**config.mk**
```make
export PLATFORM = sky130hd
export DESIGN_NAME = npcm_datapath
export DESIGN_NICKNAME = d
export VERILOG_FILES = /design/src/hdl/nearest_palette_color_mapper_assert.svh /design/src/hdl/npcm_pkg.sv /design/src/hdl/npcm_datapath.sv
export SDC_FILE = /design/constraint.sdc
export NUM_CORES = 1
export LEC_CHECK = 0
export BUFFER_PORTS_ARGS = -buffer_cell sky130_fd_sc_hd__buf_4
export CAP_MARGIN = 20
export CORE_MARGIN = 2
export CORE_UTILIZATION = 50
export CTS_CLUSTER_DIAMETER = 40
export CTS_CLUSTER_SIZE = 25
export DETAILED_ROUTE_END_ITERATION = 10
export GPL_TIMING_DRIVEN = 1
export PLACE_DENSITY = 0.66
export SYNTH_ARGS = -nofsm -noshare
export SYNTH_HDL_FRONTEND = slang
export SYNTH_SLANG_ARGS = --single-unit
```
**constraint.sdc**
```tcl
create_clock -name aclk -period 10.1 [get_ports aclk]
set_input_delay 1.515 -clock aclk [delete_from_list [all_inputs] [get_ports aclk]]
set_output_delay 1.515 -clock aclk [all_outputs]
set_load 0.005 [all_outputs]
```
**src/hdl/nearest_palette_color_mapper_assert.svh**
```systemverilog
// assertion macros for the nearest palette color mapper
// included by the top level, no other dependencies
`ifndef NEAREST_PALETTE_COLOR_MAPPER_ASSERT_SVH
`define NEAREST_PALETTE_COLOR_MAPPER_ASSERT_SVH

// same-cycle implication, disabled during reset
`define NPCM_ASSERT_SAME(label, clk, rst_n, ante, cons, msg) \
    label: assert property (@(posedge clk) disable iff (!(rst_n)) (ante) |-> (cons)) \
        else $error(msg);

// next-cycle implication, disabled during reset
`define NPCM_ASSERT_NEXT(label, clk, rst_n, ante, cons, msg) \
    label: assert property (@(posedge clk) disable iff (!(rst_n)) (ante) |=> (cons)) \
        else $error(msg);

`endif

```
**src/hdl/npcm_pkg.sv**
```systemverilog
// shared types and constants for the nearest palette color mapper
// no dependencies
`timescale 1ns / 1ps
`default_nettype none

package npcm_pkg;

    localparam int DEFAULT_PALETTE_DEPTH = 256;
    localparam int CHAN_W    = 8;
    localparam int COLOR_W   = 3 * CHAN_W;
    localparam int INDEX_W   = 8;
    localparam int CFG_W     = 9;
    localparam int DIST_W    = 18;
    localparam int SQ_W      = 2 * CHAN_W;
    localparam int IDX_EXT_W = 13;
    localparam int S_DATA_W  = 32;
    localparam int M_DATA_W  = 56;
    localparam int M_FIELD_W = 3 * CHAN_W + INDEX_W + DIST_W;

    localparam logic [CFG_W-1:0] ENTRIES_RESET = CFG_W'(1);

    localparam logic MODE_LOAD = 1'b0;
    localparam logic MODE_MAP  = 1'b1;

    typedef struct packed {
        logic start;
        logic rd_en;
        logic rd_last;
        logic emit;
    } cmd_t;

    typedef struct packed {
        logic scan_done;
        logic out_free;
    } status_t;

endpackage

`default_nettype wire

```
**src/hdl/npcm_datapath.sv**
```systemverilog
// datapath: distance pipeline, running best entry and output register
// depends on npcm_pkg
`timescale 1ns / 1ps
`default_nettype none

module npcm_datapath import npcm_pkg::*; #(
    parameter int PALETTE_DEPTH = DEFAULT_PALETTE_DEPTH,
    parameter int IDX_W         = $clog2(PALETTE_DEPTH)
) (
    input  wire logic               aclk,
    input  wire logic               aresetn,
    input  wire cmd_t               cmd,
    input  wire logic [IDX_W-1:0]   rd_addr,
    input  wire logic [CHAN_W-1:0]  px_red,
    input  wire logic [CHAN_W-1:0]  px_green,
    input  wire logic [CHAN_W-1:0]  px_blue,
    input  wire logic [COLOR_W-1:0] rd_data,
    input  wire logic               m_tready,
    output logic                    m_tvalid,
    output logic      [CHAN_W-1:0]  out_red,
    output logic      [CHAN_W-1:0]  out_green,
    output logic      [CHAN_W-1:0]  out_blue,
    output logic      [INDEX_W-1:0] best_index,
    output logic      [DIST_W-1:0]  best_distance,
    output status_t                 status
);

    logic [CHAN_W-1:0]  px_r_reg, px_g_reg, px_b_reg;

    logic               a_valid_reg, a_last_reg;
    logic [IDX_W-1:0]   a_idx_reg;

    logic               b_valid_reg, b_last_reg;
    logic [IDX_W-1:0]   b_idx_reg;
    logic [COLOR_W-1:0] b_color_reg;
    logic [SQ_W-1:0]    b_sq_r_reg, b_sq_g_reg, b_sq_b_reg;

    logic [DIST_W-1:0]  best_d_reg;
    logic [IDX_W-1:0]   best_idx_reg;
    logic [COLOR_W-1:0] best_color_reg;
    logic               done_reg;

    logic               out_valid_reg;
    logic [CHAN_W-1:0]  out_r_reg, out_g_reg, out_b_reg;
    logic [INDEX_W-1:0] out_idx_reg;
    logic [DIST_W-1:0]  out_d_reg;

    logic [CHAN_W-1:0]  c_r, c_g, c_b;
    logic [CHAN_W-1:0]  dr, dg, db;
    logic [DIST_W-1:0]  cand_d;
    logic               take;

    function automatic logic [CHAN_W-1:0] abs_diff(input logic [CHAN_W-1:0] a,
                                                   input logic [CHAN_W-1:0] b);
        return (a > b) ? (a - b) : (b - a);
    endfunction

    assign c_r = rd_data[3*CHAN_W-1:2*CHAN_W];
    assign c_g = rd_data[2*CHAN_W-1:CHAN_W];
    assign c_b = rd_data[CHAN_W-1:0];
    assign dr  = abs_diff(px_r_reg, c_r);
    assign dg  = abs_diff(px_g_reg, c_g);
    assign db  = abs_diff(px_b_reg, c_b);

    assign cand_d = DIST_W'(b_sq_r_reg) + DIST_W'(b_sq_g_reg) + DIST_W'(b_sq_b_reg);
    assign take   = b_valid_reg && ((b_idx_reg == '0) || (cand_d < best_d_reg));

    assign status.scan_done = done_reg;
    assign status.out_free  = !out_valid_reg || m_tready;

    assign m_tvalid      = out_valid_reg;
    assign out_red       = out_r_reg;
    assign out_green     = out_g_reg;
    assign out_blue      = out_b_reg;
    assign best_index    = out_idx_reg;
    assign best_distance = out_d_reg;

    always_ff @(posedge aclk) begin
        if (!aresetn) begin
            a_valid_reg   <= 1'b0;
            b_valid_reg   <= 1'b0;
            done_reg      <= 1'b0;
            out_valid_reg <= 1'b0;
        end else begin
            a_valid_reg <= cmd.rd_en;
            b_valid_reg <= a_valid_reg;
            done_reg    <= b_valid_reg && b_last_reg;
            if (cmd.emit) begin
                out_valid_reg <= 1'b1;
            end else if (m_tready) begin
                out_valid_reg <= 1'b0;
            end
        end

        if (cmd.start) begin
            px_r_reg <= px_red;
            px_g_reg <= px_green;
            px_b_reg <= px_blue;
        end

        a_idx_reg  <= rd_addr;
        a_last_reg <= cmd.rd_last;

        b_idx_reg   <= a_idx_reg;
        b_last_reg  <= a_last_reg;
        b_color_reg <= rd_data;
        b_sq_r_reg  <= SQ_W'(dr) * SQ_W'(dr);
        b_sq_g_reg  <= SQ_W'(dg) * SQ_W'(dg);
        b_sq_b_reg  <= SQ_W'(db) * SQ_W'(db);

        if (take) begin
            best_d_reg     <= cand_d;
            best_idx_reg   <= b_idx_reg;
            best_color_reg <= b_color_reg;
        end

        if (cmd.emit) begin
            out_r_reg   <= best_color_reg[3*CHAN_W-1:2*CHAN_W];
            out_g_reg   <= best_color_reg[2*CHAN_W-1:CHAN_W];
            out_b_reg   <= best_color_reg[CHAN_W-1:0];
            out_idx_reg <= INDEX_W'(best_idx_reg);
            out_d_reg   <= best_d_reg;
        end
    end

endmodule

`default_nettype wire

```
==> results of run 1 <==
==> path summary, 6_finish.rpt <==
check / endpoint / slack (ns) / depth (start not counted) / startpoint
max: b_sq_r_reg[14] / 2.89 / 21 / rd_data[19]
min reg2reg: b_idx_reg[7] / 0.33 / 0 / a_idx_reg[7]
min: b_idx_reg[7] / 0.33 / 0 / a_idx_reg[7]
max reg2reg: b_sq_b_reg[13] / 3.58 / 24 / px_b_reg[0]
==> cell type report <==
class	instances	area, um^2
fill	2398	11400
multi-input combinational	821	7600
sequential	215	5550
inverter	238	893
timing repair buffer	117	878
clock buffer	29	704
tap	378	473
clock inverter	23	284
==> critical path, cell delays in order <==
cell and delay [ns]:
buf_4 0.09, inv_1 0.03, ha_1 0.38, a21oi_1 0.21
a21oi_1 0.14, o31ai_4 0.48, mux2_2 0.39, o2111ai_1 0.24
and2_1 0.29, nor2_1 0.11, fa_1 0.54, fa_1 0.55
inv_1 0.06, fa_1 0.50, fa_1 0.55, inv_1 0.04
ha_1 0.24, or4_1 0.57, a41o_1 0.27, o41ai_1 0.31
xnor2_1 0.16
==> per-stage QoR <==
stage	setup WS [ns]	utilization, %
after global routing	2.51	59.0
after CTS	2.95	59.0
after global placement	2.50	55.4
after detailed placement	2.38	55.4
after floorplan	2.86	-
final	2.89	59.0
==> cell usage in the layout (no fill, tap or decap), drive strengths merged, types with 4 or more instances in the layout <==
cell type / count
inv: 246
ha: 166
edfxtp: 124
buf: 117
nor2: 107
fa: 97
dfxtp: 91
a21oi: 53
xnor2: 43
o21ai: 39
o21a: 32
nand2: 30
xor2: 30
clkbuf: 29
nand2b: 24
nor3: 24
a21o: 17
mux2i: 15
or2: 15
nor2b: 14
o31a: 11
clkinv: 11
o41ai: 9
and2: 9
o31ai: 8
nand4: 7
a21boi: 7
nand3b: 6
nand3: 5
a31oi: 5
o21bai: 5
o211ai: 4
==> metal layers <==
metal  vias up  GRT usage [%]
met1      4278           25.8
met3        29           2.63
met4         0           4.24
met5         -              0
li1       4577              -
met2       160           29.4
==> cell families after synthesis <==
kind of cell,count (synthesis)
other,2
flip-flops,215
buffers and inverters,255
AO/OA/AOI/OAI,209
AND/OR/NAND/NOR,256
multiplexers,17
adder cells (fa/ha/maj),263
XOR/XNOR,73
==> metrics.md, run 1 <==
| Metric | Value |
|---|---|
| Outcome | complete, no violations |
| Worst hold margin | 0.327 ns |
| Asr flop ratio synth | 0% |
| Reg clk slew, reported paths | 0.06 ns |
| Post-route DRC | 0 |
| Max-slew headroom | 42.3% |
| Initial antenna violation count | 0 |
| Die X | 172 um |
| Top-count cell post-synth | inv_1 |
| Crit-path max FO | 9 |
| Die ar. | 29,600 um^2 |
| Top_reg_cell synth | edfxtp_1 |
| CTS Sinks | 215 |
| Largest net degree at the start of global routing | 52 |
| Fin Setup TNS | 0 ns |
| Via count | 9,044 |
| DR WL met3 | 1070 um |
| Worst-Margin Slew | 0.842 ns |
| Clk root buf | clkbuf_16 |
| H-tree Lvls | 1 |
| Drt total wl | 25,800 um |
| Overflow after GRT | 0 |
| Vias in the first global route | 9,115 |
| RePlAce Congestion | 0.900 |
| Via density | 4.97 |
| Adder-cell share of the synthesized area | 28.5% |
| Synth Area in Simple Gates | 8.86% |
| Share of cells above drive strength 1 | 13.8% |
| Placed instance area | 15,400 um^2 |
| Initial Utilization | 50.8% |
| Max-cap violations | 0 |
| Number of instances resized during post-cts repair | 0 |
| Multiplexer share of the synthesized area | 1.25% |
| Post-synthesis compound-gate area fraction | 10.2% |
| Layout Cells excl Fill | 1,821 |
| Critical path data arrival time | 7.67 ns |
| Syn Inst Count | 1,290 |
| Postcts setup bufs | 0 |
| Worst-Skew Late Latency | 0.55 ns |
| Clk_skew | 0.0236 ns |
| Final period util | 71.3% |
| Placed cell count | 1,769 |
| Share of the synthesized area in the top cell type | 26.4% |
| Longest Clk Path Bufs | 3 |
| DR iter-0 viols | 448 |
| Tmin final | 7.21 ns |
| Count of final setup violators | 0 |
| Final HPWL DP | 20,400 um |
| Area contributors post-synth | edfxtp_1, ha_1, fa_1 |
| Final hold vios | 0 |
| Synthesized flop and latch total | 215 |
| 1st-pass router iterations | 5 |
| Wire length on met2 | 11,600 um |
| Core area | 27,800 um^2 |
| CP startpoint kind | primary input |
| XOR/XNOR Fraction of Synth Area | 4.90% |
| Seq/Total Area, Yosys | 39.3% |
| Port buffer count | 115 |
| Largest family of logic cells by synthesized area | adder cells |
| EDFF count, synth | 124 |
| Fmax | 0.139 GHz |
| Syn_area_per_cell | 10.9 um^2 |
| Area grow syn2layout | 16.1% |
| DIE HEIGHT | 172 um |
| Crit. End Element | flip-flop |
| FP Rows | 61 |
| CTS buffer count | 28 |
| Mapped Area | 14,100 um^2 |
| Synthesis warning total | 0 |
| Critical path class | primary input to flip-flop |
| Worst EP required | 10.57 ns |
| Yosys cell types | 68 |
| Post-route design area | 16,400 um^2 |
| CTS tree | built |
| Top Layer Used | met4 |
| First-pass GRT wire length | 43,200 um |
| Io pins | 116 |
| Most frequent cells after synthesis | inv_1, ha_1, edfxtp_1 |
| Hold Crit Class | flip-flop to flip-flop |
| Gr usage total | 18.1% |
| Post-cts hold buffer count | 0 |
| Setup repair after global routing missed its margin | false |
| WL met1 | 12,600 um |
| Nets | 1,747 |
| Detail Route Antenna Nets | 0 |
| Ant. Diodes | 0 |
| Slew Limit Fails | 0 |
| Routed len/inst | 14.1 um |
| Yosys top cell by area | edfxtp_1 |
Power of run 1 is left out: the tool's default activity adds up to more than one toggle a clock period on the data nets, which glitch-free logic cannot reach.
==> run 2, diff against run 1 <==
Clock period 10.1 ns to 7.4 ns, I/O delays scaled along.
==> metrics.md, run 2 (synthesis gave the netlist of run 1 again) <==
| Metric | Value |
|---|---|
| Postcts setup bufs | 0 (unchanged) |
| Port buffer count | 115 (unchanged) |
| Setup repair after global routing missed its margin | false |
| CP cell instances | buf_4 -> inv_1 -> ha_1 -> a211oi_1 -> nor2_1 -> o31ai_4 -> mux2_2 -> o2111ai_1 -> and2_1 -> nor2_1 -> fa_1 -> fa_1 -> inv_1 -> fa_1 -> fa_1 -> inv_1 -> ha_1 -> or4_1 -> a41o_1 -> o41ai_1 -> xnor2_1 |
| Gr usage total | 18.3% (+0.23 points) |
| Number of instances resized during post-cts repair | 0 (unchanged) |
| Detail Route Antenna Nets | 0 (unchanged) |
| RePlAce Congestion | 0.885 (-1.6%) |
| Max stage delay on crit path | 0.58 ns (about the same) |
| FP Rows | 61 (unchanged) |
| Count of final setup violators | 0 (unchanged) |
| Tmin final | 6.87 ns |
| Io pins | 116 (unchanged) |
| Layout Utilization | 59.0% (about the same) |
| Critical R2R Launch | px_r_reg[5] |
| Post-cts hold buffer count | 0 (unchanged) |
| Initial antenna violation count | 0 (unchanged) |
| Largest net degree at the start of global routing | 52 (unchanged) |
| Core area | 27,800 um^2 (unchanged) |
| Final HPWL DP | 20,400 um (-0.44%) |
| Crit-path max FO | 9 (unchanged) |
| Nets | 1,761 (+0.80%) |
| First-pass GRT wire length | 44,000 um (+1.9%) |
| H-tree Lvls | 1 (unchanged) |
| Worst-Skew Late Latency | 0.53 ns (-0.02 ns) |
| Area grow syn2layout | 16.1% (about the same) |
| Final period util | 92.8% |
| Clk root buf | clkbuf_16 |
| Max-cap violations | 0 (unchanged) |
| Outcome | complete, no violations |
| Worst EP required | 7.85 ns (-2.72 ns) |
| HP Start | a_last_reg |
| CP startpoint kind | primary input |
| CTS Sinks | 215 (unchanged) |
| Setup WS pre-CTS | 0.0763 ns (-2.30 ns) |
| Die ar. | 29,600 um^2 (unchanged) |
| Post-route DRC | 0 (unchanged) |
| Critical path class | primary input to flip-flop |
| Clk_skew | 0.0139 ns (-0.00969 ns) |
| Initial Utilization | 50.8% (unchanged) |
| Longest Clk Path Bufs | 3 (unchanged) |
| CTS buffer count | 27 (-3.6%) |
| DIE HEIGHT | 172 um (unchanged) |
| Via count | 9,023 (-0.23%) |
| 1st-pass router iterations | 5 (unchanged) |
| Worst-Margin Slew | 0.776 ns (-0.0656 ns) |
| Max-slew headroom | 47.9% (+5.6 points) |
| Worst Setup SP | rd_data[21] |
| Vias in the first global route | 9,158 (+0.47%) |
| Commonest non-fill, non-tap cells in the layout | inv_1, ha_1, buf_4 |
| Most common cell after layout, fill and taps aside | inv_1 |
| CTS tree | built |
| Slew Limit Fails | 0 (unchanged) |
| Critical path data arrival time | 7.32 ns (-0.35 ns) |
| Overflow after GRT | 0 (unchanged) |
| DR iter-0 viols | 485 (+8.3%) |
| Fmax | 0.146 GHz |
| Ant. Diodes | 0 (unchanged) |
| Crit-path most repeated cell | fa_1 |
| Crit path max-delay cell type | or4_1 |
| Hold Crit Class | flip-flop to flip-flop |
| Via density | 4.92 (-0.89%) |
| Drt total wl | 25,800 um (about the same) |
| Share of cells above drive strength 1 | 14.3% (+0.50 points) |
| Reg clk slew, reported paths | 0.06 ns (about the same) |
| Final worst slack | 0.530 ns (-2.36 ns) |
| Crit. End Element | flip-flop |
| Final hold vios | 0 (unchanged) |
| Fin Setup TNS | 0 ns (unchanged) |
| Routed len/inst | 14.1 um (-0.64%) |
| Worst hold margin | 0.328 ns (+0.000171 ns) |
| Die X | 172 um (unchanged) |
run 2: worst paths after layout:
kind,depth (start not counted),slack (ns),endpoint
worst min-delay path,0,0.33,b_last_reg
worst max register to register,19,0.87,b_sq_r_reg[14]
worst min register to register,0,0.33,b_last_reg
worst max-delay path,21,0.53,b_sq_r_reg[14]
run 2: per-stage QoR:
step / cell area (um^2) / instances
finish: 16400 / 1833
global route: 16400 / 1833
CTS: 16400 / 1833
detailed placement: 15500 / 1784
global placement: 15500 / 1784
floorplan: 14100 / 1291
run 2: layer usage:
metal / routed length, um / up-vias / GRT usage (%)
met4: 323 / 0 / 3.76
met3: 1160 / 31 / 2.49
met2: 12000 / 167 / 30.3
met5: 0 / - / 0
li1: - / 4601 / -
met1: 12300 / 4224 / 26.0
run 2: area by class of cell:
cell class / instances / area (um^2)
Multi-Input combinational cell: 821 / 7600
Sequential cell: 215 / 5550
Tap cell: 378 / 473
Fill cell: 2355 / 11400
Timing Repair Buffer: 132 / 991
Clock buffer: 31 / 701
Clock inverter: 18 / 176
Inverter: 238 / 893
run 2: critical path: cells and delay by family:
kind | cells | cell delay (ns)
and+or+nand+nor | 4 | 1.11
buffers and inverters | 4 | 0.24
AOI/OAI and AO/OA | 5 | 1.56
adders and majority gates | 6 | 2.75
muxes | 1 | 0.39
xor gates and xnor gates | 1 | 0.16
Power of run 2 is left out for the same reason.
