==> src/hdl/nearest_palette_color_mapper_assert.svh <==
// assertion macros for the nearest palette color mapper
// included by the top level, no other dependencies
`ifndef NEAREST_PALETTE_COLOR_MAPPER_ASSERT_SVH
`define NEAREST_PALETTE_COLOR_MAPPER_ASSERT_SVH

// same-cycle implication, disabled during reset
`define NPCM_ASSERT_SAME(label, clk, rst_n, ante, cons, msg) \
    label: assert property (@(posedge clk) disable iff (!(rst_n)) (ante) |-> (cons)) \
        else $error(msg);

// next-cycle implication, disabled during reset
`define NPCM_ASSERT_NEXT(label, clk, rst_n, ante, cons, msg) \
    label: assert property (@(posedge clk) disable iff (!(rst_n)) (ante) |=> (cons)) \
        else $error(msg);

`endif

==> src/hdl/npcm_pkg.sv <==
// shared types and constants for the nearest palette color mapper
// no dependencies
`timescale 1ns / 1ps
`default_nettype none

package npcm_pkg;

    localparam int DEFAULT_PALETTE_DEPTH = 256;
    localparam int CHAN_W    = 8;
    localparam int COLOR_W   = 3 * CHAN_W;
    localparam int INDEX_W   = 8;
    localparam int CFG_W     = 9;
    localparam int DIST_W    = 18;
    localparam int SQ_W      = 2 * CHAN_W;
    localparam int IDX_EXT_W = 13;
    localparam int S_DATA_W  = 32;
    localparam int M_DATA_W  = 56;
    localparam int M_FIELD_W = 3 * CHAN_W + INDEX_W + DIST_W;

    localparam logic [CFG_W-1:0] ENTRIES_RESET = CFG_W'(1);

    localparam logic MODE_LOAD = 1'b0;
    localparam logic MODE_MAP  = 1'b1;

    typedef struct packed {
        logic start;
        logic rd_en;
        logic rd_last;
        logic emit;
    } cmd_t;

    typedef struct packed {
        logic scan_done;
        logic out_free;
    } status_t;

endpackage

`default_nettype wire

==> src/hdl/npcm_ctrl.sv <==
// controller: accepts transactions, holds entries_in_use, sequences palette scan
// depends on npcm_pkg
`timescale 1ns / 1ps
`default_nettype none

module npcm_ctrl import npcm_pkg::*; #(
    parameter int PALETTE_DEPTH = DEFAULT_PALETTE_DEPTH,
    parameter int IDX_W         = $clog2(PALETTE_DEPTH)
) (
    input  wire logic             aclk,
    input  wire logic             aresetn,
    input  wire logic             cfg_wr_en,
    input  wire logic [CFG_W-1:0] cfg_wr_data,
    input  wire logic             s_tvalid,
    input  wire logic             s_mode,
    output logic                  s_tready,
    input  wire status_t          status,
    output cmd_t                  cmd,
    output logic      [IDX_W-1:0] rd_addr
);

    typedef enum logic [1:0] {
        ST_IDLE,
        ST_SCAN,
        ST_DRAIN,
        ST_EMIT
    } state_t;

    state_t               state_reg, state_next;
    logic [IDX_W-1:0]     addr_reg, addr_next;
    logic [IDX_W-1:0]     last_reg, last_next;
    logic [CFG_W-1:0]     entries_reg, entries_next;
    logic [IDX_EXT_W-1:0] cnt_raw, cnt;
    logic                 accept;

    assign s_tready = (state_reg == ST_IDLE);
    assign accept   = s_tvalid && s_tready;
    assign rd_addr  = addr_reg;

    always_comb begin
        cnt_raw = IDX_EXT_W'(entries_reg);
        if (cnt_raw == '0) begin
            cnt = IDX_EXT_W'(1);
        end else if (cnt_raw > IDX_EXT_W'(PALETTE_DEPTH)) begin
            cnt = IDX_EXT_W'(PALETTE_DEPTH);
        end else begin
            cnt = cnt_raw;
        end
    end

    always_comb begin
        cmd.start   = accept && (s_mode == MODE_MAP);
        cmd.rd_en   = (state_reg == ST_SCAN);
        cmd.rd_last = (state_reg == ST_SCAN) && (addr_reg == last_reg);
        cmd.emit    = (state_reg == ST_EMIT) && status.out_free;
    end

    always_comb begin
        state_next   = state_reg;
        addr_next    = addr_reg;
        last_next    = last_reg;
        entries_next = cfg_wr_en ? cfg_wr_data : entries_reg;
        unique case (state_reg)
            ST_IDLE: begin
                if (cmd.start) begin
                    addr_next  = '0;
                    last_next  = IDX_W'(cnt - IDX_EXT_W'(1));
                    state_next = ST_SCAN;
                end
            end
            ST_SCAN: begin
                if (cmd.rd_last) begin
                    state_next = ST_DRAIN;
                end else begin
                    addr_next = addr_reg + IDX_W'(1);
                end
            end
            ST_DRAIN: begin
                if (status.scan_done) begin
                    state_next = ST_EMIT;
                end
            end
            ST_EMIT: begin
                if (status.out_free) begin
                    state_next = ST_IDLE;
                end
            end
            default: state_next = ST_IDLE;
        endcase
    end

    always_ff @(posedge aclk) begin
        if (!aresetn) begin
            state_reg   <= ST_IDLE;
            entries_reg <= ENTRIES_RESET;
        end else begin
            state_reg   <= state_next;
            entries_reg <= entries_next;
        end
        addr_reg <= addr_next;
        last_reg <= last_next;
    end

endmodule

`default_nettype wire

==> config.mk <==
export PLATFORM = sky130hd
export DESIGN_NAME = npcm_ctrl
export DESIGN_NICKNAME = d
export VERILOG_FILES = /design/src/hdl/nearest_palette_color_mapper_assert.svh /design/src/hdl/npcm_pkg.sv /design/src/hdl/npcm_ctrl.sv
export SDC_FILE = /design/constraint.sdc
export NUM_CORES = 1
export LEC_CHECK = 0
export BUFFER_PORTS_ARGS = -buffer_cell sky130_fd_sc_hd__buf_2
export CELL_PAD_IN_SITES_DETAIL_PLACEMENT = 1
export CELL_PAD_IN_SITES_GLOBAL_PLACEMENT = 1
export CORE_ASPECT_RATIO = 0.5
export CORE_MARGIN = 3
export CORE_UTILIZATION = 38
export DETAILED_ROUTE_END_ITERATION = 7
export PLACE_DENSITY_LB_ADDON = 0.1
export SLEW_MARGIN = 20
export SYNTH_ARGS = -nofsm -noshare
export SYNTH_HDL_FRONTEND = slang
export SYNTH_SLANG_ARGS = --single-unit
==> constraint.sdc <==
create_clock -name aclk -period 2.05 [get_ports aclk]
set_input_delay 0.1025 -clock aclk [delete_from_list [all_inputs] [get_ports aclk]]
set_output_delay 0.1025 -clock aclk [all_outputs]
set_load 0.005 [all_outputs]
==> results.sh, run 1 <==
export IMPL_ioPinCount=29
export IMPL_final_setup_viol_count=2
export IMPL_cp_max_fo=4
export IMPL_cts_tree="yes"
export IMPL_setup_slack_ns=-0.0522
export IMPL_hold_end="entries_reg[0]"
export IMPL_clock_latency_ns=0.27
export IMPL_worstPathRequired_ns=2.16
export IMPL_initial_core_util_pct=41.8
export IMPL_die_x_um=95.5
export IMPL_drtIter0Drc=17
export IMPL_diodes=0
export IMPL_tightest_slew_ns=0.650
export IMPL_timing_rr_end="last_reg[4]"
export IMPL_leakagePower_nw=0.780
export IMPL_die_area_sq_um=4850
export IMPL_yosys_area_top_type="edfxtp_1"
export IMPL_violations="setup timing"
export IMPL_syn_num_nets=169
export IMPL_netlist_area_sq_um=1520
export IMPL_synth_cell_types=38
export IMPL_async_reset_ff_share_pct=0
export IMPL_syn2layout_area_growth_pct=23.8
export IMPL_setup_tns_ns=-0.0766
export IMPL_power_density_nw_per_um2=939
export IMPL_worstHoldPathCells=3
export IMPL_route_detailed_drc=0
export IMPL_grt_total_usage_pct=15.5
export IMPL_total_power_w=0.00177
export IMPL_hold_start="cfg_wr_data[0]"
export IMPL_drtAntennaViolNets=0
export IMPL_critPathMaxStageDelay_ns=0.50
export IMPL_place_congestion=0.773
export IMPL_firstDrtPassIters=4
export IMPL_path_cells="or3_4 -> or4b_4 -> a21o_4 -> ha_4 -> nand2_1 -> a2111oi_2 -> a311oi_1"
export IMPL_worst_r2r_cell_count=7
export IMPL_synth_yosys_seq_area_share_pct=46.1
export IMPL_clock_sinks=27
export IMPL_yosys_warnings=0
export IMPL_max_vdd_ir_drop_uv=249
export IMPL_cts_root_buf="clkbuf_8"
export IMPL_critical_path_n_buffers_inverters=0
export IMPL_grt_pass1_vias=1200
export IMPL_core_area_sq_um=3640
export IMPL_critPathKind="reg2reg"
export IMPL_dp_hpwl_mm=2.74
export IMPL_wire_per_inst_um=14.0
export IMPL_end_kind="flip-flop"
export IMPL_min_path_type="in2reg"
export IMPL_portBuffers=28
export IMPL_yosys_top_cells_area="edfxtp_1 32%, dfxtp_1 14%, xnor2_1 6.9%, mux2i_1 5.9%, ha_1 4.9%"
export IMPL_ctsResizeCount=1
export IMPL_finalHoldViolCount=0
export IMPL_rsz0062_at_grt="true"
export IMPL_syn_inst=147
export IMPL_worstPathArrival_ns=2.21
export IMPL_yosys_top_cells_count="16 x edfxtp_1, 12 x xnor2_1, 11 x dfxtp_1, 11 x nor2_1"
export IMPL_layout_drive_gt1_share_pct=28.7
export IMPL_clock_skew_ns=0.00281
export IMPL_vias_per_cell=4.96
export IMPL_finalCoreUtilization_pct=51.7
export IMPL_vias=1186
export IMPL_yosysMostFrequentCell="edfxtp_1"
export IMPL_routed_wl_mm=3.35
export IMPL_critPathSlowestCell="or4b_4"
export IMPL_fin_nets=211
export IMPL_ys_ff_latch=27
export IMPL_grt_overflow_total=0
export IMPL_synth_ff_type="edfxtp_1"
export IMPL_slew_violations=0
export IMPL_grt_pass1_wl_mm=5.77
export IMPL_postCtsSetupBuffers=0
export IMPL_rrSetupSlack_ns=-0.05
export IMPL_cts_hold_buffers=0
export IMPL_antenna_found_initial=0
export IMPL_reg2reg_from="entries_reg[0]"
export IMPL_whs_ns=0.0486
export IMPL_min_period_ns=2.10
export IMPL_fmax_mhz=476
export IMPL_die_h_um=50.7
export IMPL_postSynthAreaPerCell_sq_um=10.4
export IMPL_grt_max_degree=18
export IMPL_numCtsBuffers=3
export IMPL_max_slew_margin_pct=56.5
export IMPL_maxCapViolations=0
export IMPL_largest_reg_flops=9
export IMPL_period_share_pct=103
export IMPL_synth_edff_count=16
export IMPL_path_clk_slew_ns=0.10
export IMPL_rows=15
export IMPL_place_ws_ns=-0.0349
export IMPL_clock_path_buffers=2
export IMPL_htreeDepth=1
export IMPL_crit_path_start_kind="flip-flop"
export IMPL_outcome="finished with violations"
export IMPL_cpLargestDelayFamily="simple AND/OR/NAND/NOR gates"
export IMPL_synth_top_cell_area_share_pct=31.6
## worst register-to-register path, stage by stage, from the launching register on
cell and delay, ns:
dfxtp_1 0.32, or3_4 0.38, or4b_4 0.51, a21o_4 0.23, ha_4 0.17, nand2_1 0.08, a2111oi_2 0.05, a311oi_1 0.20
## where the power goes
part / internal, W / total (W) / leakage, nW / switching, W
Sequential: 0.000700 / 0.000794 / 0.243 / 0.0000939
Clock: 0.000143 / 0.000317 / 0.0261 / 0.000174
Combinational: 0.000322 / 0.000658 / 0.511 / 0.000335
## area by class of cell
cell class	instances	area, sq um
fill	427	1760
timing repair buffer	43	253
clock inverter	1	8.76
sequential	27	701
tap	51	63.8
clock buffer	3	41.3
inverter	10	37.5
multi-input combinational	104	778
## metal layers
| metal | share of wire (%) | track usage (%) | wire [um] | vias up |
|---|---|---|---|---|
| li1 | - | - | - | 606 |
| met1 | 49 | 20.7 | 1650 | 539 |
| met2 | 43 | 25.5 | 1440 | 37 |
| met3 | 7.1 | 4.19 | 237 | 4 |
| met4 | 0.66 | 2.83 | 22 | 0 |
| met5 | 0 | 0 | 0 | - |
## layout by cell type (no fill, tap or decap), types with 2 or more instances in the layout
cell	count
buf_2	28
a21oi_1	5
clkbuf_8	3
buf_4	15
nor2b_1	9
inv_1	9
xnor2_1	12
nand2_1	5
xor2_1	4
o211ai_1	3
dfxtp_1	11
and2_1	3
and3_1	2
nor2_1	11
nor4_1	3
nor3_1	2
ha_1	5
and4_1	2
nand4_1	3
nand3_1	7
nand2b_1	3
edfxtp_1	16
mux2i_1	9
## worst max path at each step
stage | slack [ns] | cells past startpoint | to | start
2_1_floorplan | 0.009 | 7 | last_reg[4] | entries_reg[0]
3_3_place_gp | 0.001 | 7 | last_reg[4] | entries_reg[0]
3_5_place_dp | -0.03 | 7 | last_reg[4] | entries_reg[0]
4_1_cts | -0.06 | 7 | last_reg[4] | entries_reg[0]
5_1_grt | -0.14 | 7 | last_reg[4] | entries_reg[0]
6_report | -0.05 | 7 | last_reg[4] | entries_reg[0]
## through the flow
step           instances  instance area, sq um
2_1_floorplan        147                  1530
3_3_place_gp         235                  1830
3_5_place_dp         235                  1830
4_1_cts              239                  1880
5_1_grt              239                  1880
6_report             239                  1880
## cells by family after synthesis
logic type / synth area share [%]
buffers and inverters: 4.03
adders and majority gates: 4.93
xor gates and xnor gates: 9.21
and+or+nand+nor: 19.6
muxes: 6.66
AOI/OAI and AO/OA: 9.54
DFF: 46.1
Power figures use the tool's default switching activity.
==> run 2, diff against run 1 <==
--- a/config.mk
+++ b/config.mk
@@ -7,4 +7,5 @@
 export LEC_CHECK = 0
 export BUFFER_PORTS_ARGS = -buffer_cell sky130_fd_sc_hd__buf_2
+export CAP_MARGIN = 5
 export CELL_PAD_IN_SITES_DETAIL_PLACEMENT = 1
 export CELL_PAD_IN_SITES_GLOBAL_PLACEMENT = 1
@@ -14,5 +15,4 @@
 export DETAILED_ROUTE_END_ITERATION = 7
 export PLACE_DENSITY_LB_ADDON = 0.1
-export SLEW_MARGIN = 20
 export SYNTH_ARGS = -nofsm -noshare
 export SYNTH_HDL_FRONTEND = slang
==> constraint.sdc (replaced) <==
create_clock -name aclk -period 2.05 [get_ports aclk]
set_input_delay 0.615 -clock aclk [delete_from_list [all_inputs] [get_ports aclk]]
set_output_delay 0.615 -clock aclk [all_outputs]
set_load 0.005 [all_outputs]
==> results.sh, run 2 (same netlist as run 1, synthesis figures left out) <==
export IMPL_outcome="finished with violations"
export IMPL_violations="setup timing"
export IMPL_clock_sinks=27
export IMPL_dp_hpwl_mm=2.93
export IMPL_final_setup_viol_count=3
export IMPL_layout_drive_gt1_share_pct=35.7
export IMPL_timing_rr_end="last_reg[4]"
export IMPL_core_area_sq_um=3640
export IMPL_clock_path_buffers=2
export IMPL_clkPwrFrac_pct=17.5
export IMPL_hold_start="cfg_wr_data[0]"
export IMPL_route_detailed_drc=0
export IMPL_grt_overflow_total=0
export IMPL_worstHoldPathCells=3
export IMPL_rsz0062_at_grt="true"
export IMPL_end_kind="flip-flop"
export IMPL_critPathKind="reg2reg"
export IMPL_total_power_w=0.00191
export IMPL_largest_reg_flops=9
export IMPL_max_slew_margin_pct=53.1
export IMPL_path_clk_slew_ns=0.11
export IMPL_wire_per_inst_um=16.1
export IMPL_clock_skew_ns=0.00555
export IMPL_final_cell_mix="28 x buf_2, 23 x buf_4, 16 x edfxtp_1"
export IMPL_place_congestion=0.768
export IMPL_diodes=0
export IMPL_worstPathArrival_ns=2.26
export IMPL_regArea_sq_um=702
export IMPL_power_density_nw_per_um2=960
export IMPL_antenna_found_initial=0
export IMPL_grt_max_degree=18
export IMPL_switchingPower_w=0.000679
export IMPL_grt_total_usage_pct=17.1
export IMPL_min_path_type="in2reg"
export IMPL_rows=15
export IMPL_multiInputGateArea_sq_um=821
export IMPL_finalHoldViolCount=0
export IMPL_grt_pass1_wl_mm=6.26
export IMPL_max_vdd_ir_drop_uv=263
export IMPL_vias=1257
export IMPL_crit_path_start_kind="flip-flop"
export IMPL_setup_slack_ns=-0.0952
export IMPL_die_area_sq_um=4850
export IMPL_final_area_sq_um=1990
export IMPL_initial_core_util_pct=41.8
export IMPL_nFillCells=415
export IMPL_numCtsBuffers=3
export IMPL_syn2layout_area_growth_pct=30.8
export IMPL_htreeDepth=1
export IMPL_ioPinCount=29
export IMPL_cts_hold_buffers=0
export IMPL_routed_wl_mm=3.99
export IMPL_firstDrtPassIters=4
export IMPL_maxCapViolations=0
export IMPL_drtAntennaViolNets=0
export IMPL_fmax_mhz=466
export IMPL_portBuffers=28
export IMPL_worstPathRequired_ns=2.16
export IMPL_layout_commonest_cell="buf_2"
export IMPL_tightest_slew_ns=0.701
export IMPL_slew_violations=0
export IMPL_worst_r2r_cell_count=7
export IMPL_min_period_ns=2.15
export IMPL_grt_pass1_vias=1234
export IMPL_whs_ns=0.545
export IMPL_clock_latency_ns=0.28
export IMPL_pwr_share_comb_pct=40.9
export IMPL_cp_max_fo=4
export IMPL_reg2reg_from="entries_reg[0]"
export IMPL_drtIter0Drc=33
export IMPL_hold_end="entries_reg[0]"
export IMPL_cts_tree="yes"
export IMPL_period_share_pct=105
export IMPL_p_int_w=0.00123
export IMPL_rrSetupSlack_ns=-0.1
export IMPL_cts_root_buf="clkbuf_8"
export IMPL_placed_cell_area_sq_um=1840
export IMPL_p_seq_share_pct=41.6
export IMPL_fin_nets=219
export IMPL_swShare_pct=35.5
export IMPL_leakagePower_nw=0.838
export IMPL_die_h_um=50.7
export IMPL_die_x_um=95.5
export IMPL_vias_per_cell=5.09
-- run 2: repair_timing --
action	CTS	global route
setup endpoints to repair	4	13
pin swaps	4	3
gates resized for setup	6	6
setup buffers	3	3
-- run 2: worst max-delay path by stage --
stage                              start           to  slack (ns)
after floorplan           entries_reg[0]  last_reg[4]       0.009
after global placement    entries_reg[0]  last_reg[4]       0.002
after detailed placement  entries_reg[0]  last_reg[4]       -0.08
after CTS                     rd_addr[5]       cmd[1]       -0.10
after global routing          rd_addr[3]       cmd[1]       -0.21
final                     entries_reg[0]  last_reg[4]        -0.1
-- run 2: power by group through the flow --
| stage | Clock [W] | Combinational (W) | Sequential (W) |
|---|---|---|---|
| after floorplan | 0 | 0.000397 | 0.000793 |
| after CTS | 0.000338 | 0.000711 | 0.000789 |
| after global routing | 0.000364 | 0.000867 | 0.000805 |
| after detailed placement | 0 | 0.000682 | 0.000805 |
| after global placement | 0 | 0.000654 | 0.000798 |
| final | 0.000334 | 0.000782 | 0.000794 |
-- run 2: worst max-delay path, stage by stage (launching register included) --
cell,delay [ns]
dfxtp_2,0.33
or3_4,0.38
or4b_4,0.50
a21o_4,0.23
ha_4,0.18
nand2_2,0.08
a2111oi_2,0.05
a311oi_1,0.22
-- run 2: metal layers --
layer	track usage, %	vias to the layer above	part of all wire, %
li1	-	624	-
met3	4.79	4	6.0
met2	27.1	33	46
met5	0	-	0
met4	3.54	0	0.93
met1	23.4	596	47
-- run 2: cell type report --
type | count | share of cell area [%]
timing repair buffer | 51 | 15.7
clock buffer | 3 | 2.08
clock inverter | 1 | 0.440
multi-input combinational | 104 | 41.3
inverter | 10 | 2.01
sequential | 27 | 35.3
tap | 51 | 3.21
-- run 2: through the flow --
| step | setup slack, ns | std cells | util, % | TNS (ns) |
|---|---|---|---|---|
| after CTS | -0.100 | 244 | 53.0 | -0.238 |
| after floorplan | 0.00865 | 147 | - | 0 |
| after detailed placement | -0.0800 | 237 | 50.6 | -0.0950 |
| after global routing | -0.209 | 247 | 54.6 | -0.810 |
| final | -0.0952 | 247 | 54.6 | -0.242 |
| after global placement | 0.00173 | 237 | 50.6 | 0 |
==> run 3, diff against run 2 <==
- CELL_PAD_IN_SITES_DETAIL_PLACEMENT: 1 -> unset
- CELL_PAD_IN_SITES_GLOBAL_PLACEMENT: 1 -> unset
- CORE_UTILIZATION: 38 -> 45
- PLACE_DENSITY: unset -> 0.7
- PLACE_DENSITY_LB_ADDON: 0.1 -> unset
- SLEW_MARGIN: unset -> 20
==> results.sh, run 3 (same netlist as run 1, synthesis figures left out) <==
export IMPL_end_kind="output pin"
export IMPL_leakagePower_nw=0.832
export IMPL_max_slew_margin_pct=52.0
export IMPL_total_power_w=0.00183
export IMPL_antenna_found_initial=0
export IMPL_grt_max_degree=18
export IMPL_placed_cell_area_sq_um=1810
export IMPL_worstPathArrival_ns=1.53
export IMPL_wire_per_inst_um=13.4
export IMPL_final_cell_mix="28 x buf_2, 20 x buf_4, 16 x edfxtp_1"
export IMPL_min_path_type="in2reg"
export IMPL_drtAntennaViolNets=0
export IMPL_numCtsBuffers=3
export IMPL_clock_skew_ns=0.00176
export IMPL_regArea_sq_um=702
export IMPL_rsz0062_at_grt="true"
export IMPL_power_density_nw_per_um2=938
export IMPL_cts_tree="yes"
export IMPL_route_detailed_drc=0
export IMPL_finalHoldViolCount=0
export IMPL_critical_path_n_buffers_inverters=1
export IMPL_ioPinCount=29
export IMPL_dp_hpwl_mm=2.31
export IMPL_cts_hold_buffers=0
export IMPL_drtIter0Drc=46
export IMPL_maxCapViolations=0
export IMPL_grt_total_usage_pct=16.3
export IMPL_grt_overflow_total=0
export IMPL_largest_reg_flops=9
export IMPL_gr_usage_met3_pct=4.03
export IMPL_core_area_sq_um=3120
export IMPL_vias=1225
export IMPL_cp_max_fo=2
export IMPL_routed_wl_mm=3.12
export IMPL_setup_tns_ns=-0.145
export IMPL_path_cells="xnor2_2 -> nand4_1 -> nor3_2 -> buf_2"
export IMPL_critPathSlowestCell="edfxtp_1"
export IMPL_timing_rr_end="last_reg[4]"
export IMPL_nFillCells=268
export IMPL_fin_nets=216
export IMPL_top_usage_layer="met2"
export IMPL_htreeDepth=1
export IMPL_crit_start="rd_addr[7]"
export IMPL_layout_commonest_cell="buf_2"
export IMPL_crit_cells=4
export IMPL_final_setup_viol_count=3
export IMPL_outcome="finished with violations"
export IMPL_max_vdd_ir_drop_uv=320
export IMPL_place_congestion=0.832
export IMPL_use_met1_pct=21.3
export IMPL_syn2layout_area_growth_pct=28.5
export IMPL_portBuffers=28
export IMPL_path_clk_slew_ns=0.10
export IMPL_diodes=0
export IMPL_die_h_um=47.1
export IMPL_final_area_sq_um=1960
export IMPL_grt_pass1_wl_mm=5.09
export IMPL_layout_drive_gt1_share_pct=35.2
export IMPL_vias_per_cell=5.26
export IMPL_violations="setup timing"
export IMPL_cts_root_buf="clkbuf_8"
export IMPL_die_x_um=88.2
export IMPL_worst_r2r_cell_count=7
export IMPL_die_area_sq_um=4160
export IMPL_critPathKind="reg2out"
export IMPL_cpLargestDelayFamily="flip-flops"
export IMPL_setup_slack_ns=-0.0992
export IMPL_met2_usage_pct=27.8
export IMPL_critPathCapture="cmd[1]"
export IMPL_reg2reg_from="entries_reg[0]"
export IMPL_clock_latency_ns=0.27
export IMPL_multiInputGateArea_sq_um=826
export IMPL_rows=14
export IMPL_fmax_mhz=465
export IMPL_critPathMaxStageDelay_ns=0.47
export IMPL_period_share_pct=105
export IMPL_worstPathRequired_ns=1.43
export IMPL_worstHoldPathCells=3
export IMPL_firstDrtPassIters=4
export IMPL_slew_violations=0
export IMPL_clock_path_buffers=2
export IMPL_crit_path_start_kind="flip-flop"
export IMPL_clock_sinks=27
export IMPL_min_period_ns=2.15
export IMPL_rrSetupSlack_ns=-0.04
export IMPL_grt_pass1_vias=1126
export IMPL_tightest_slew_ns=0.717
export IMPL_initial_core_util_pct=48.8
-- run 3: worst min path at each step --
stage,start,slack (ns),end
detailed placement,entries_reg[0],0.52,entries_reg[0]
finish,cfg_wr_data[0],0.55,entries_reg[0]
global route,cfg_wr_data[0],0.58,entries_reg[0]
floorplan,entries_reg[0],0.49,entries_reg[0]
global placement,entries_reg[0],0.53,entries_reg[0]
CTS,cfg_wr_data[0],0.55,entries_reg[0]
-- run 3: layout make-up --
type	instances	area share, %
clock buffers	3	2.11
clock inverters	1	0.448
flip-flops and latches	27	35.9
inverters	10	1.92
well taps	40	2.56
repair buffers	48	14.8
multi-input cells	104	42.2
-- run 3: metrics by stage --
step / cells / setup slack, ns / hold WS [ns] / utilization, %
finish: 233 / -0.0992 / 0.552 / 62.7
global route: 233 / -0.195 / 0.579 / 62.7
CTS: 230 / -0.107 / 0.547 / 60.7
detailed placement: 223 / -0.0394 / 0.524 / 57.9
global placement: 223 / 0.00162 / 0.526 / 57.9
floorplan: 147 / 0.00865 / 0.489 / -
-- run 3: repair_timing --
action / 4_1_cts / 5_1_grt
pin swaps: 4 / 1
endpoints found under the setup margin: 3 / 13
buffers inserted: 3 / 3
gates resized for setup: 5 / 6
-- run 3: power breakdown --
group | switching, W | total (W) | internal (W) | leakage (nW)
clock | 0.000173 | 0.000316 | 0.000143 | 0.0261
combinational | 0.000349 | 0.000721 | 0.000371 | 0.563
sequential | 0.0000974 | 0.000798 | 0.000701 | 0.243
total | 0.000620 | 0.00183 | 0.00121 | 0.832
-- run 3: tightest hold or removal path: cells and delay by family --
family,cells,cell delay (ns)
AO/OA/AOI/OAI,1,0.06
AND/OR/NAND/NOR,1,0.04
buffers and inverters,1,0.07
-- run 3: metal layers --
metal	vias to the layer above	share of wire (%)	wire, um
met1	564	48	1500
met4	0	1.2	38
met2	38	46	1420
met3	4	5.1	160
met5	-	0	0
li1	619	-	-
